**src/hw/rtl/status_field_parser_unit_defines.svh**
```systemverilog
// ----------------------------------------------------------------------------
// Status field parser assertion macros
// Implication checks on the local clk / rst_n; empty when NO_ASSERTIONS is set.
// ----------------------------------------------------------------------------
`ifndef STATUS_FIELD_PARSER_UNIT_DEFINES_SVH
`define STATUS_FIELD_PARSER_UNIT_DEFINES_SVH

`ifndef NO_ASSERTIONS
// same-cycle implication
`define SFP_ASSERT_IMP(lbl, cond, prop) \
    lbl: assert property (@(posedge clk) disable iff (!rst_n) (cond) |-> (prop)) \
        else $error("status field parser assertion failed");
// next-cycle implication
`define SFP_ASSERT_NXT(lbl, cond, prop) \
    lbl: assert property (@(posedge clk) disable iff (!rst_n) (cond) |=> (prop)) \
        else $error("status field parser assertion failed");
`else
`define SFP_ASSERT_IMP(lbl, cond, prop)
`define SFP_ASSERT_NXT(lbl, cond, prop)
`endif

`endif

```
**src/hw/rtl/sfp_pkg.sv**
```systemverilog
// ----------------------------------------------------------------------------
// sfp_pkg
// Types, character codes and helper functions of the status field parser.
// ----------------------------------------------------------------------------
`default_nettype none

package sfp_pkg;

    localparam int NUM_SLOTS = 7;

    typedef logic [31:0] word_t;
    typedef logic [30:0] mag_t;
    typedef logic [2:0]  slot_t;

    typedef enum logic [2:0] {
        PH_LETTER = 3'b001,
        PH_SIGN   = 3'b010,
        PH_DIGITS = 3'b100
    } phase_t;

    typedef struct packed {
        logic                         valid_res;
        logic [NUM_SLOTS-1:0][31:0]   vals;
    } sfp_result_t;

    localparam slot_t SLOT_S    = 3'd0;
    localparam slot_t SLOT_L    = 3'd1;
    localparam slot_t SLOT_T    = 3'd2;
    localparam slot_t SLOT_H    = 3'd3;
    localparam slot_t SLOT_A    = 3'd4;
    localparam slot_t SLOT_P    = 3'd5;
    localparam slot_t SLOT_F    = 3'd6;
    localparam slot_t SLOT_NONE = 3'd7;

    localparam logic [7:0] CH_NUL   = 8'h00;
    localparam logic [7:0] CH_COMMA = 8'h2C;
    localparam logic [7:0] CH_MINUS = 8'h2D;
    localparam logic [7:0] CH_0     = 8'h30;
    localparam logic [7:0] CH_9     = 8'h39;
    localparam logic [7:0] CH_UA    = 8'h41;
    localparam logic [7:0] CH_UF    = 8'h46;
    localparam logic [7:0] CH_LA    = 8'h61;
    localparam logic [7:0] CH_LF    = 8'h66;
    localparam logic [7:0] CH_S     = 8'h53;
    localparam logic [7:0] CH_L     = 8'h4C;
    localparam logic [7:0] CH_T     = 8'h54;
    localparam logic [7:0] CH_H     = 8'h48;
    localparam logic [7:0] CH_A     = 8'h41;
    localparam logic [7:0] CH_P     = 8'h50;
    localparam logic [7:0] CH_F     = 8'h46;

    localparam mag_t MAG_MAX = 31'h7FFF_FFFF;

    function automatic slot_t slot_of(input logic [7:0] c);
        slot_t s;
        unique case (c)
            CH_S:    s = SLOT_S;
            CH_L:    s = SLOT_L;
            CH_T:    s = SLOT_T;
            CH_H:    s = SLOT_H;
            CH_A:    s = SLOT_A;
            CH_P:    s = SLOT_P;
            CH_F:    s = SLOT_F;
            default: s = SLOT_NONE;
        endcase
        return s;
    endfunction

    // bit 4 set: not a hex digit
    function automatic logic [4:0] digit_of(input logic [7:0] c);
        logic [7:0] t;
        logic [4:0] d;
        t = 8'h00;
        d = 5'h10;
        if (c >= CH_0 && c <= CH_9) begin
            t = c - CH_0;
            d = {1'b0, t[3:0]};
        end else if (c >= CH_UA && c <= CH_UF) begin
            t = c - CH_UA + 8'd10;
            d = {1'b0, t[3:0]};
        end else if (c >= CH_LA && c <= CH_LF) begin
            t = c - CH_LA + 8'd10;
            d = {1'b0, t[3:0]};
        end
        return d;
    endfunction

    function automatic word_t field_value(input logic neg, input mag_t mag);
        word_t v;
        v = {1'b0, mag};
        return neg ? (32'd0 - v) : v;
    endfunction

endpackage

`default_nettype wire

```
**src/hw/rtl/sfp_core.sv**
```systemverilog
// ----------------------------------------------------------------------------
// sfp_core
// Per-beat field parse: phase, accumulator and status values, one byte a step.
// ----------------------------------------------------------------------------
`default_nettype none

`include "status_field_parser_unit_defines.svh"

module sfp_core
    import sfp_pkg::*;
(
    input  wire logic        clk,
    input  wire logic        rst_n,
    input  wire logic        step,
    input  wire logic [7:0]  ch,
    input  wire logic        last,
    output sfp_result_t      result
);

    phase_t                      phase_reg, phase_next;
    slot_t                       slot_reg, slot_next;
    logic                        neg_reg, neg_next;
    mag_t                        acc_reg, acc_next;
    logic                        seen_reg, seen_next;
    logic                        any_reg, any_next;
    logic                        mal_reg, mal_next;
    logic                        stop_reg, stop_next;
    logic [NUM_SLOTS-1:0][31:0]  vals_reg, vals_next;

    logic [4:0]  dv;
    logic        hex;
    logic        is_dig;
    logic [34:0] prod;
    logic [34:0] sum;
    mag_t        acc_step;
    logic        do_digits;

    assign dv       = digit_of(ch);
    assign hex      = (slot_reg == SLOT_S);
    assign is_dig   = !dv[4] && (hex || (dv[3:0] < 4'd10));
    assign prod     = hex ? {acc_reg, 4'b0000}
                          : ({1'b0, acc_reg, 3'b000} + {3'b000, acc_reg, 1'b0});
    assign sum      = prod + {31'd0, dv[3:0]};
    assign acc_step = (sum[34:31] != 4'd0) ? MAG_MAX : sum[30:0];

    always_comb
    begin
        phase_next = phase_reg;
        slot_next  = slot_reg;
        neg_next   = neg_reg;
        acc_next   = acc_reg;
        seen_next  = seen_reg;
        any_next   = any_reg;
        mal_next   = mal_reg;
        stop_next  = stop_reg;
        vals_next  = vals_reg;
        do_digits  = 1'b0;

        if (step && !stop_reg)
        begin
            unique case (phase_reg)
                PH_SIGN:
                begin
                    phase_next = PH_DIGITS;
                    if (ch == CH_MINUS)
                        neg_next = 1'b1;
                    else
                        do_digits = 1'b1;
                end
                PH_DIGITS:
                    do_digits = 1'b1;
                default:
                begin
                    if (ch == CH_NUL)
                        stop_next = 1'b1;
                    else
                    begin
                        slot_next  = slot_of(ch);
                        neg_next   = 1'b0;
                        acc_next   = '0;
                        seen_next  = 1'b0;
                        phase_next = PH_SIGN;
                    end
                end
            endcase

            if (do_digits)
            begin
                if (is_dig)
                begin
                    acc_next  = acc_step;
                    seen_next = 1'b1;
                end
                else
                begin
                    phase_next = PH_LETTER;
                    if (!seen_reg)
                    begin
                        mal_next  = 1'b1;
                        stop_next = 1'b1;
                    end
                    else
                    begin
                        for (int i = 0; i < NUM_SLOTS; i++)
                            if (slot_reg == slot_t'(i))
                                vals_next[i] = field_value(neg_reg, acc_reg);
                        any_next = 1'b1;
                        if (ch == CH_NUL)
                            stop_next = 1'b1;
                        else if (ch != CH_COMMA)
                        begin
                            slot_next  = slot_of(ch);
                            neg_next   = 1'b0;
                            acc_next   = '0;
                            seen_next  = 1'b0;
                            phase_next = PH_SIGN;
                        end
                    end
                end
            end
        end

        // close an open field at end of payload
        if (step && last && !stop_next && phase_next != PH_LETTER)
        begin
            if (!seen_next)
                mal_next = 1'b1;
            else
            begin
                for (int j = 0; j < NUM_SLOTS; j++)
                    if (slot_next == slot_t'(j))
                        vals_next[j] = field_value(neg_next, acc_next);
                any_next = 1'b1;
            end
        end

        result.valid_res = any_next && !mal_next;
        result.vals      = vals_next;
    end

    always_ff @(posedge clk or negedge rst_n)
    begin
        if (!rst_n)
        begin
            phase_reg <= PH_LETTER;
            slot_reg  <= SLOT_NONE;
            neg_reg   <= 1'b0;
            acc_reg   <= '0;
            seen_reg  <= 1'b0;
            any_reg   <= 1'b0;
            mal_reg   <= 1'b0;
            stop_reg  <= 1'b0;
            vals_reg  <= '0;
        end
        else if (step)
        begin
            if (last)
            begin
                phase_reg <= PH_LETTER;
                slot_reg  <= SLOT_NONE;
                neg_reg   <= 1'b0;
                acc_reg   <= '0;
                seen_reg  <= 1'b0;
                any_reg   <= 1'b0;
                mal_reg   <= 1'b0;
                stop_reg  <= 1'b0;
                vals_reg  <= '0;
            end
            else
            begin
                phase_reg <= phase_next;
                slot_reg  <= slot_next;
                neg_reg   <= neg_next;
                acc_reg   <= acc_next;
                seen_reg  <= seen_next;
                any_reg   <= any_next;
                mal_reg   <= mal_next;
                stop_reg  <= stop_next;
                vals_reg  <= vals_next;
            end
        end
    end

    `SFP_ASSERT_NXT(a_clear_after_last, step && last, phase_reg == PH_LETTER && !stop_reg && !any_reg)
    `SFP_ASSERT_IMP(a_malformed_stops, mal_reg, stop_reg)
    `SFP_ASSERT_NXT(a_stop_freezes, stop_reg && step && !last, stop_reg && $stable(acc_reg) && $stable(vals_reg))

endmodule

`default_nettype wire

```
**src/hw/rtl/status_field_parser_unit.sv**
```systemverilog
// A byte accepted with last set passes the input and result registers to res_valid.
// One byte per cycle unless a last byte is held; the parse step is a multiply-add.
// A last byte waits in the input register only while an earlier result is stalled.
// Asynchronous reset (rst_n low) resets parse state, zeroes core status values.
// ----------------------------------------------------------------------------
// status_field_parser_unit
// Byte-serial status payload parser: input register, parse core, result register.
// ----------------------------------------------------------------------------
`default_nettype none

`include "status_field_parser_unit_defines.svh"

module status_field_parser_unit
    import sfp_pkg::*;
(
    input  wire logic         clk,
    input  wire logic         rst_n,
    input  wire logic         src_valid,
    output logic              src_stall,
    input  wire logic [7:0]   ch,
    input  wire logic         last,
    output logic              res_valid,
    input  wire logic         res_stall,
    output logic              valid_res,
    output logic signed [31:0] out_state_code,
    output logic signed [31:0] out_line,
    output logic signed [31:0] out_temp,
    output logic signed [31:0] out_pilot_h,
    output logic signed [31:0] out_amps,
    output logic signed [31:0] out_power,
    output logic signed [31:0] out_offline_limit
);

    logic         s1_valid_reg;
    logic [7:0]   s1_ch_reg;
    logic         s1_last_reg;
    logic         res_valid_reg;
    sfp_result_t  res_reg;
    sfp_result_t  core_res;
    logic         out_free;
    logic         proc;

    assign out_free  = !res_valid_reg || !res_stall;
    assign proc      = s1_valid_reg && (!s1_last_reg || out_free);
    assign src_stall = s1_valid_reg && !proc;

    sfp_core u_core (
        .clk    (clk),
        .rst_n  (rst_n),
        .step   (proc),
        .ch     (s1_ch_reg),
        .last   (s1_last_reg),
        .result (core_res)
    );

    always_ff @(posedge clk or negedge rst_n)
    begin
        if (!rst_n)
        begin
            s1_valid_reg  <= 1'b0;
            res_valid_reg <= 1'b0;
        end
        else
        begin
            if (!s1_valid_reg || proc)
                s1_valid_reg <= src_valid;
            if (proc && s1_last_reg)
                res_valid_reg <= 1'b1;
            else if (!res_stall)
                res_valid_reg <= 1'b0;
        end
    end

    always_ff @(posedge clk)
    begin
        if (src_valid && !src_stall)
        begin
            s1_ch_reg   <= ch;
            s1_last_reg <= last;
        end
        if (proc && s1_last_reg)
            res_reg <= core_res;
    end

    assign res_valid         = res_valid_reg;
    assign valid_res         = res_reg.valid_res;
    assign out_state_code    = res_reg.vals[SLOT_S];
    assign out_line          = res_reg.vals[SLOT_L];
    assign out_temp          = res_reg.vals[SLOT_T];
    assign out_pilot_h       = res_reg.vals[SLOT_H];
    assign out_amps          = res_reg.vals[SLOT_A];
    assign out_power         = res_reg.vals[SLOT_P];
    assign out_offline_limit = res_reg.vals[SLOT_F];

    `SFP_ASSERT_NXT(a_res_loaded, proc && s1_last_reg, res_valid_reg)
    `SFP_ASSERT_IMP(a_no_overwrite, res_valid_reg && res_stall, !(proc && s1_last_reg))
    `SFP_ASSERT_IMP(a_stall_only_full, src_stall, s1_valid_reg && s1_last_reg && !out_free)

endmodule

`default_nettype wire

```
**config.mk**
```make
export PLATFORM = sky130hd
export DESIGN_NAME = status_field_parser_unit
export DESIGN_NICKNAME = d
export VERILOG_FILES = /design/src/hw/rtl/sfp_pkg.sv /design/src/hw/rtl/sfp_core.sv /design/src/hw/rtl/status_field_parser_unit.sv
export VERILOG_INCLUDE_DIRS = /design/src /design/src/hw/rtl
export SDC_FILE = /design/constraint.sdc
export NUM_CORES = 1
export LEC_CHECK = 0
export BUFFER_PORTS_ARGS = -buffer_cell sky130_fd_sc_hd__buf_2
export CORE_MARGIN = 1.5
export CORE_UTILIZATION = 65
export DETAILED_ROUTE_END_ITERATION = 7
export HOLD_SLACK_MARGIN = 0.15
export PLACE_DENSITY = 0.86
export SLEW_MARGIN = 10
export SYNTH_ARGS = -nofsm -noshare
export SYNTH_HDL_FRONTEND = slang
export SYNTH_HIERARCHICAL = 1
export SYNTH_SLANG_ARGS = --single-unit
```
**constraint.sdc**
```tcl
create_clock -name clk -period 20.8 [get_ports clk]
set_input_delay 3.12 -clock clk [delete_from_list [all_inputs] [get_ports clk]]
set_output_delay 3.12 -clock clk [all_outputs]
set_load 0.1 [all_outputs]
```
==> results.cfg <==
[cells_and_area]
fillerInstances = 2782
final_core_util_pct = 73.3
num_antenna_cells = 0
nNetsFinal = 2837
drive_gt1_share_pct = 14.9
finalInstanceArea_sq_mm = 0.0307
area_growth_syn_to_layout_pct = 11.6
largest_reg_flops = 224

[yosys]
ys.flop_type = dfrtp_1
synth_nets = 2723
synth_top_area_share_pct = 25.6
yosys_register_bits = 502
synth_common_cells = 329 x nor2_1, 293 x a21oi_1, 264 x dfrtp_1
synth.distinct_cells = 98
netlist_area_sq_mm = 0.0275
ys_seq_area_share_pct = 50.0
yosys.area.top_type = edfxtp_1
synth_edf_count = 234
synthCells = 2671
ys_top_cells_by_area = edfxtp_1 26%, dfrtp_1 24%, mux2i_1 7.1%
async_flop_share_pct = 53.4
syn_avg_cell_area_sq_um = 10.3
synth.most_common_cell = nor2_1
ys.warnings.count = 6

[grt]
grt_max_degree = 173
first_global_vias = 23300
grt.overflow.total = 0
grt_pass1_wl_um = 134000
antenna_found_initial = 1
grt_usage_pct = 39.6

[critical_path]
critPathMaxFanout = 20
required_ns = 21.12
critical_path.max_stage_delay_ns = 0.76
crit_top_cell = a21oi_1
end_kind = flop
cp.arrival_ns = 9.33
critical-path-slowest-cell = or4b_2
reg2reg_slack_ns = 11.79
startpoint_type = flop
reg2reg_from = s1_ch_reg[3]$_DFFE_PP_
startpoint = s1_ch_reg[3]$_DFFE_PP_
critPathKind = reg -> reg

[place]
portBuffers = 239
gp_congestion = 0.932
placed_cell_area_sq_mm = 0.0289
dp_hpwl_um = 57000

[power_and_ir_drop]
cellLeakagePower_nw = 12.5
power_density_mw_per_mm2 = 74.7
switchingPower_uw = 630
ir_drop_uv = 81.6
swShare_pct = 27.5
power.internal_mw = 1.66
pwr-share-seq_pct = 46.9
p_comb_share_pct = 10.9
power_frac_clock_pct = 42.1

[sta]
finalMaxSlewViolations = 0
rsz0062_at_grt = false
worstMarginPinSlew_ns = 1.37
fmaxAchievable_ghz = 0.111
max_slew_margin_pct = 8.22
final-hold-violation-count = 0
post-route-period-util_pct = 43.3
clock-skew-final_ns = 0.0196
setup_tns_ns = 0
final-setup-viol-count = 0
period_needed_ns = 9.01

[worst_hold_path]
hp-class = reg -> reg
hold_start = u_core/vals_reg[9]$_DFFE_PN0P_

[run]
max_cap_viol_count = 0

[floorplanning]
initial_core_util_pct = 65.7
io_pins = 240
die_x_um = 209
dieArea_sq_mm = 0.0435
core_sq_mm = 0.0419
die_height_um = 209
row_count = 75

[detailed_routing]
drt-initial-drc-count = 3342
vias = 23800
totalWireLength_um = 86900
wl_per_cell_um = 25.8
dr.pass1.iters = 6
vias_per_cell = 7.06
drcViolationCount = 0
ant_nets = 0

[run_status]
status = finished, final reports clean

[clock_network]
ctsHoldBuffers = 0
clk_pin_slew_worst_paths_ns = 0.06
cts_buffers = 50
clk_path_buf_depth = 3
cts_setup_buffers = 0
clkLatencyLatePin_ns = 0.61
ctsResizeCount = 0
h-tree-depth = 2
clock-sinks = 502
cts_tree = yes
clockRootBuffer = clkbuf_16
## placed cells by master, fill, tap and decap left out, types with 27 or more instances in the layout
cell and instances:
nand2_1 135, edfxtp_1 234, buf_2 238, buf_4 36, clkbuf_16 52, nor2_1 322
o21ai_0 89, nand3_1 27, a211oi_1 48, o2bb2ai_1 108, xnor2_1 33, a21o_1 50
a22o_1 129, xor2_1 52, dfrtp_1 264, mux2i_1 196, a21oi_1 292, ha_1 37
## critical path: cells and delay by family (launching register included)
kind            cells  cell delay [ns]
simple gates       10             3.52
compound gates      8             2.60
fa+ha+maj           3             0.76
mux                 2             0.61
xor+xnor            1             0.60
flops               1             0.53
buf+inv             1             0.09
## cell families after synthesis
logic type / count (synthesis) / synth area share [%]
adder cells (fa/ha/maj): 39 / 1.83
XOR/XNOR: 87 / 2.80
buffers and inverters: 242 / 3.52
flip-flops: 502 / 50.0
AND/OR/NAND/NOR: 691 / 11.6
AO/OA/AOI/OAI: 910 / 22.9
multiplexers: 200 / 7.31
## area by class of cell
class	count	area, sq um	share of cell area, %
Tap cell	539	674	2.20
Clock inverter	21	259	0.844
Clock buffer	73	1520	4.96
Timing Repair Buffer	276	1500	4.88
Multi-Input combinational cell	1927	12900	42.0
Inverter	28	110	0.359
Sequential cell	502	13700	44.8
## routing by layer
metal / vias up / global-route usage (%) / share of wire (%)
li1: 10300 / - / -
met1: 11500 / 53.1 / 38
met2: 1709 / 62.1 / 46
met3: 304 / 6.84 / 11
met4: 2 / 21.5 / 5.9
met5: - / 0 / 0.014
## power by group through the flow
stage / clock (mW) / combinational [mW] / sequential, mW
global route: 1.00 / 0.259 / 1.08
finish: 0.966 / 0.250 / 1.08
floorplan: 0 / 0.0648 / 1.23
global placement: 0 / 0.245 / 1.09
CTS: 0.969 / 0.248 / 1.08
detailed placement: 0 / 0.248 / 1.09
## through the flow
| stage | cells | setup WS [ns] | power [mW] | hold WS [ns] |
|---|---|---|---|---|
| global placement | 3272 | 11.82 | 1.34 | 0.466 |
| floorplan | 2671 | 5.99 | 1.29 | 0.448 |
| CTS | 3366 | 11.94 | 2.29 | 0.490 |
| detailed placement | 3272 | 11.53 | 1.34 | 0.476 |
| global route | 3366 | 11.17 | 2.34 | 0.499 |
| finish | 3366 | 11.79 | 2.29 | 0.489 |
## worst paths after layout
check	end	cells after the start
worst min-delay path	u_core/vals_reg[9]$_DFFE_PN0P_	1
worst min register to register	u_core/vals_reg[9]$_DFFE_PN0P_	1
worst max-delay path	out_line[24]$_DFFE_PP_	25
worst max register to register	out_line[24]$_DFFE_PP_	25
max in group asynchronous	u_core/vals_reg[87]$_DFFE_PN0P_	2
min in group asynchronous	u_core/vals_reg[196]$_DFFE_PN0P_	1
(Power assumes the default switching activity.)
